<file path="src/sv/ffsa_pkg.sv">
`timescale 1ns / 1ps
`default_nettype none
// ----------------------------------------------------------------------------
// ffsa_pkg
// Shared types, codes and defaults of the first-fit segment allocator.
// ----------------------------------------------------------------------------
package ffsa_pkg;

    localparam int DEF_TABLE_ENTRIES = 256;
    localparam int DEF_PAGE_BYTES    = 4096;

    // operation codes
    localparam logic [1:0] OP_ALLOC = 2'd0;
    localparam logic [1:0] OP_LOAD  = 2'd1;
    localparam logic [1:0] OP_HEADS = 2'd2;
    localparam logic [1:0] OP_NOP   = 2'd3;

    // status codes
    localparam logic [1:0] ST_OK       = 2'd0;
    localparam logic [1:0] ST_NO_GAP   = 2'd1;
    localparam logic [1:0] ST_NO_FREE  = 2'd2;
    localparam logic [1:0] ST_OVERFLOW = 2'd3;

    typedef struct packed {
        logic [1:0]  op;
        logic [31:0] req_bytes;
        logic [7:0]  entry_index;
        logic [31:0] entry_base;
        logic [31:0] entry_size;
        logic [7:0]  entry_next;
        logic [7:0]  head_first;
        logic [7:0]  head_free;
    } cmd_t;

    typedef struct packed {
        logic [31:0] alloc_base;
        logic [1:0]  status;
        logic [7:0]  new_index;
        logic [7:0]  segment_count;
    } res_t;

    // one table entry
    typedef struct packed {
        logic [31:0] base;
        logic [31:0] len;
        logic [7:0]  next;
    } seg_t;

    // per-field write enables of the table
    typedef struct packed {
        logic base;
        logic len;
        logic next;
    } seg_we_t;

    typedef enum logic [2:0] {
        S_IDLE,
        S_ROUND,
        S_FIRST,
        S_WALK,
        S_TAKE,
        S_LINK
    } state_t;

endpackage
`default_nettype wire

</file>
<file path="src/sv/ffsa_round.sv">
`timescale 1ns / 1ps
`default_nettype none
// ----------------------------------------------------------------------------
// ffsa_round
// Rounds a request up to whole pages and adds padding. The page size is a
// power of two, so rounding is an add and a mask. The rounded size is
// registered, then the padding is added and a carry out of 32 bits flagged.
// ----------------------------------------------------------------------------
module ffsa_round
    import ffsa_pkg::*;
#(
    parameter int PAGE_BYTES = DEF_PAGE_BYTES
)(
    input  wire logic        clk,
    input  wire logic        rst_n,
    input  wire logic        go,
    input  wire logic [31:0] req,
    input  wire logic [31:0] pad,
    output logic             done,
    output logic [31:0]      size,
    output logic             ovf
);

    localparam logic [32:0] PAGE_MASK = 33'(PAGE_BYTES - 1);

    logic          stage_reg;
    logic          done_reg;
    logic [32:0]   rnd_reg;
    logic [31:0]   size_reg;
    logic          ovf_reg;

    logic [32:0]   rnd_next;
    logic [33:0]   padded;

    // round up at 33 bits, then pad at 34 bits
    always_comb
    begin
        rnd_next = ({1'b0, req} + PAGE_MASK) & ~PAGE_MASK;
        padded   = {1'b0, rnd_reg} + {2'b00, pad};
    end

    always_ff @(posedge clk or negedge rst_n)
    begin
        if (!rst_n)
        begin
            stage_reg <= 1'b0;
            done_reg  <= 1'b0;
        end
        else
        begin
            stage_reg <= go;
            done_reg  <= stage_reg;
        end
    end

    // datapath
    always_ff @(posedge clk)
    begin
        if (go)
        begin
            rnd_reg <= rnd_next;
        end
        if (stage_reg)
        begin
            size_reg <= padded[31:0];
            ovf_reg  <= (padded[33:32] != 2'b00);
        end
    end

    assign done = done_reg;
    assign size = size_reg;
    assign ovf  = ovf_reg;

endmodule
`default_nettype wire

</file>
<file path="config.mk">
export PLATFORM = sky130hd
export DESIGN_NAME = ffsa_round
export DESIGN_NICKNAME = d
export VERILOG_FILES = /design/src/sv/ffsa_pkg.sv /design/src/sv/ffsa_round.sv
export SDC_FILE = /design/constraint.sdc
export NUM_CORES = 1
export LEC_CHECK = 0
export ABC_AREA = 1
export BUFFER_PORTS_ARGS = -buffer_cell sky130_fd_sc_hd__buf_4
export CAP_MARGIN = 10
export CORE_MARGIN = 2
export CORE_UTILIZATION = 45
export CTS_BUF_LIST = sky130_fd_sc_hd__clkbuf_8
export DETAILED_ROUTE_END_ITERATION = 10
export PLACE_DENSITY = 0.69
export SYNTH_ARGS = -nofsm -noshare
export SYNTH_HDL_FRONTEND = slang
export SYNTH_SLANG_ARGS = --single-unit
</file>
<file path="constraint.sdc">
create_clock -name clk -period 4.6 [get_ports clk]
set_clock_uncertainty 0.1 [all_clocks]
set_input_delay 0.46 -clock clk [delete_from_list [all_inputs] [get_ports clk]]
set_output_delay 0.46 -clock clk [all_outputs]
set_load 0.02 [all_outputs]
</file>
* Word-level counts from Yosys, hierarchy flattened *
Cells that the tools add are included.
Widths: inputs -> output; s select.

operators by class
  $add $sub $neg = 2
  reduce and logical (&&, ||, !) cells = 1

operators with widths
  kind                    count
  $add 33x32->34          1
  $add 32x12->33 const B  1
  $reduce_bool 2->1       1

word-level totals
  bits in registers = 56
  word-level logic and storage cells = 8

* Logic depth before layout (Yosys ltp) *
  depth in word-level cells = 2
  depth in mapped cells = 11
  gate-level depth less buffers = 11

* Worst setup path after synthesis *
No wires, ideal clock.

  path type = input -> register
  start point = input pad[12]
  end point = register size_reg[28] (netlist: size[28]), data pin
  setup time = 0.252 ns
  data arrival time = 1.699 ns
  data required time = 4.248 ns
  path slack = 2.549 ns
  stages = 10
  path buffers = 0
  cell sequence = ha_1 fa_1 nand3_1 nand3_1 nand3_1 nand3_1 nand2_1 nand2_1 nand2_1 nand2_1

on the way
  cells in the longest elaborated chain, start to end = 1

ends and longest elaborated chain
  what                    line              RTL
  start: declaration      ffsa_round.sv:18  input wire logic [31:0] pad,
  $add 33x32->34          ffsa_round.sv:39  padded = {1'b0, rnd_reg} + {2'b00, pad};
  via padded[28]          ffsa_round.sv:33  logic [33:0] padded;
  end signal: assignment  ffsa_round.sv:65  size_reg <= padded[31:0];
  end: declaration        ffsa_round.sv:29  logic [31:0] size_reg;

The timed path passes the listed nets, and every way through them passes these cells.
A chain may end at the register's enable or synchronous reset.

* Worst setup path after layout *
  start point = register rnd_reg[12]
  end point = register size_reg[28] (netlist: size[28]), data pin

on the way
  cells in the longest elaborated chain, start to end = 1

ends and longest elaborated chain
  what                      line              RTL
  start: declaration        ffsa_round.sv:28  logic [32:0] rnd_reg;
  start signal: assignment  ffsa_round.sv:61  rnd_reg <= rnd_next;
  $add 33x32->34            ffsa_round.sv:39
  via padded[28]            ffsa_round.sv:33

The timed path passes the listed nets, and every way through them passes these cells.

==> impl_metrics.ini <==
[layout]
syn2layout_area_growth_pct = 26.3
fillers = 780
nNetsFinal = 672
drive_gt1_share_pct = 21.5
multi_input_area_sq_um = 1830
seqCellArea_sq_um = 1670
num_antenna_cells = 0
largest_reg_flops = 32

[logic_synthesis]
yosys-top-cells-area = edfxtp_1, nand2_1, inv_1
syn_inst = 475
yosysWarnings = 0
synth_cell_types = 29
avgSynthCellArea_sq_um = 7.97
netlist_top_cells_count = nand2_1, inv_1, nor2_1, edfxtp_1, nand3_1
synth.yosys.seq_area_share_pct = 44.2
synth_edf_count = 54
synth_largest_area_cell = edfxtp_1
ys_ff_latch = 56
synth-async-reset-ratio_pct = 3.57
synth.most_common_cell = nand2_1
syn_nets = 563
syn_area_sq_um = 3780
netlist.area_leader.share_pct = 42.8
synth_ff_type = edfxtp_1

[global_route]
grt_max_degree = 35
globalRouteOverflowTotal = 0
grt_pass1_wl_um = 14800
antenna_found_initial = 0
grt_pass1_vias = 3177
globalRouteTotalUtil_pct = 21.4

[clock_network]
htreeDepth = 2
clkLatencyLatePin_ns = 0.31
tritoncts = done
postCtsSetupBuffers = 0
cts_inserted_buffers = 5
cts_buffer_depth = 2
clk_pin_slew_ns = 0.11
cts.sinks = 56
root_buffer = clkbuf_8

[setup_path]
critPathRequiredTime_ns = 4.58
cp-startpoint = rnd_reg[12]$_DFFE_PP_
reg2reg_from = rnd_reg[12]$_DFFE_PP_
criticalPathCategory = flop to flop
reg2reg_depth = 10
cp-start-kind = flop
r2r-end = size[28]$_DFFE_PP_
cp-end-kind = flop
crit_end = size[28]$_DFFE_PP_
cp_max_fo = 5
regToRegSetupSlack_ns = 2.30
arrival_ns = 2.28

[pwr]
ir_drop_mv = 0.137
power_leakage_nw = 2.32
power_density_nw_per_um2 = 283

[drt]
drtPass1Iterations = 5
drt_iter0_drc = 126
wire_per_inst_um = 13.6
via_per_inst = 4.88
via_count = 3364
drc = 0
wl_um = 9370
ant_nets = 0

[sta]
worst-slew-pin-transition_ns = 0.421
final.period_utilization_pct = 50.0
setup_viol = 0
setup_tns_ns = 0
drv_slew = 0
holdWs_ns = 0.212
finalHoldViolCount = 0
rsz0062_at_grt = no
min_period_ns = 2.30
max_freq_ghz = 0.435
relSlewSlack_pct = 72.0

[floorplanning]
core_area_sq_um = 8180
fp.dieH_um = 95.7
start_util_pct = 46.3
dieArea_sq_um = 9160
boundaryPins = 101
rows = 33
fp.dieW_um = 95.7

[run]
drv_cap = 0

[place]
hpwl_um = 7900
gp_routability_congestion = 0.908
numPortBuffers = 100

[worst_hold_path]
hold_class = input port to flop

[outcome]
status = finished, final reports clean
==> worst min path at each step <==
stage | endpoint | cells past startpoint | start
floorplan | done$_DFF_PN0_ | 0 | rst_n
global placement | done$_DFF_PN0_ | 1 | rst_n
detailed placement | done$_DFF_PN0_ | 1 | rst_n
CTS | size[3]$_DFFE_PP_ | 1 | pad[3]
global route | size[3]$_DFFE_PP_ | 1 | pad[3]
finish | size[3]$_DFFE_PP_ | 1 | pad[3]
==> what timing repair did <==
action                                  4_1_cts  5_1_grt
hold buffers                                  1        0
hold endpoints to repair                      2        0
endpoints found under the setup margin        0        0
resized for setup                             0        0
==> report_power, final <==
group	switching (mW)	total, mW	leakage, nW	internal (mW)
Clock	0.171	0.283	0.0491	0.112
Sequential	0.0183	0.645	0.552	0.627
Combinational	0.250	0.423	1.72	0.173
==> through the flow <==
step           util [%]  setup WS, ns  instances  total power, mW  cell area, sq um
6_report           58.5          2.30        690             1.35              4780
2_1_floorplan         -          2.55        475            0.906              3780
5_1_grt            58.5          2.16        690             1.44              4780
3_5_place_dp       57.2          2.19        681             1.08              4670
3_3_place_gp       57.2          2.23        681             1.08              4670
4_1_cts            58.5          2.33        690             1.37              4780
==> cell type report <==
type / instances / share of cell area [%]
sequential: 56 / 35.0
clock inverter: 3 / 0.550
clock buffer: 5 / 1.44
multi-input combinational: 345 / 38.4
timing repair buffer: 102 / 16.1
tap: 105 / 2.75
inverter: 74 / 5.86
==> critical path, stage by stage (launching register included) <==
cell	delay, ns
edfxtp_1	0.44
ha_1	0.27
fa_1	0.44
nand3_1	0.09
nand3_1	0.20
nand3_1	0.14
nand3_1	0.13
nand2_1	0.11
nand2_1	0.05
nand2_1	0.05
nand2_1	0.05
==> metal layers <==
metal	track usage [%]	routed length [um]
met1	27.2	4100
met2	37.5	4580
met3	3.68	494
met4	5.95	193
met5	0	0
==> cell families (layout without fill, tap and decap cells) <==
logic type / Yosys count / after routing / share of synthesized area [%]
buf+inv: 74 / 184 / 7.40
simple gates: 272 / 272 / 31.2
xor+xnor: 26 / 26 / 6.21
fa+ha+maj: 21 / 21 / 7.14
compound gates: 26 / 26 / 3.90
flops: 56 / 56 / 44.2
==> cells in the final DEF (no fill, tap or decap), drive strengths merged, types with 2 or more instances in the layout <==
master	instances
ha	20
nor2	61
and2	2
xnor2	8
nand3	38
o21bai	4
or2	3
edfxtp	54
buf	101
o21ai	3
xor2	18
nor3	8
dfrtp	2
nand2	146
a21oi	19
inv	76
clkbuf	5
nand4	12
Note: power is estimated with default switching activity, not from simulation.
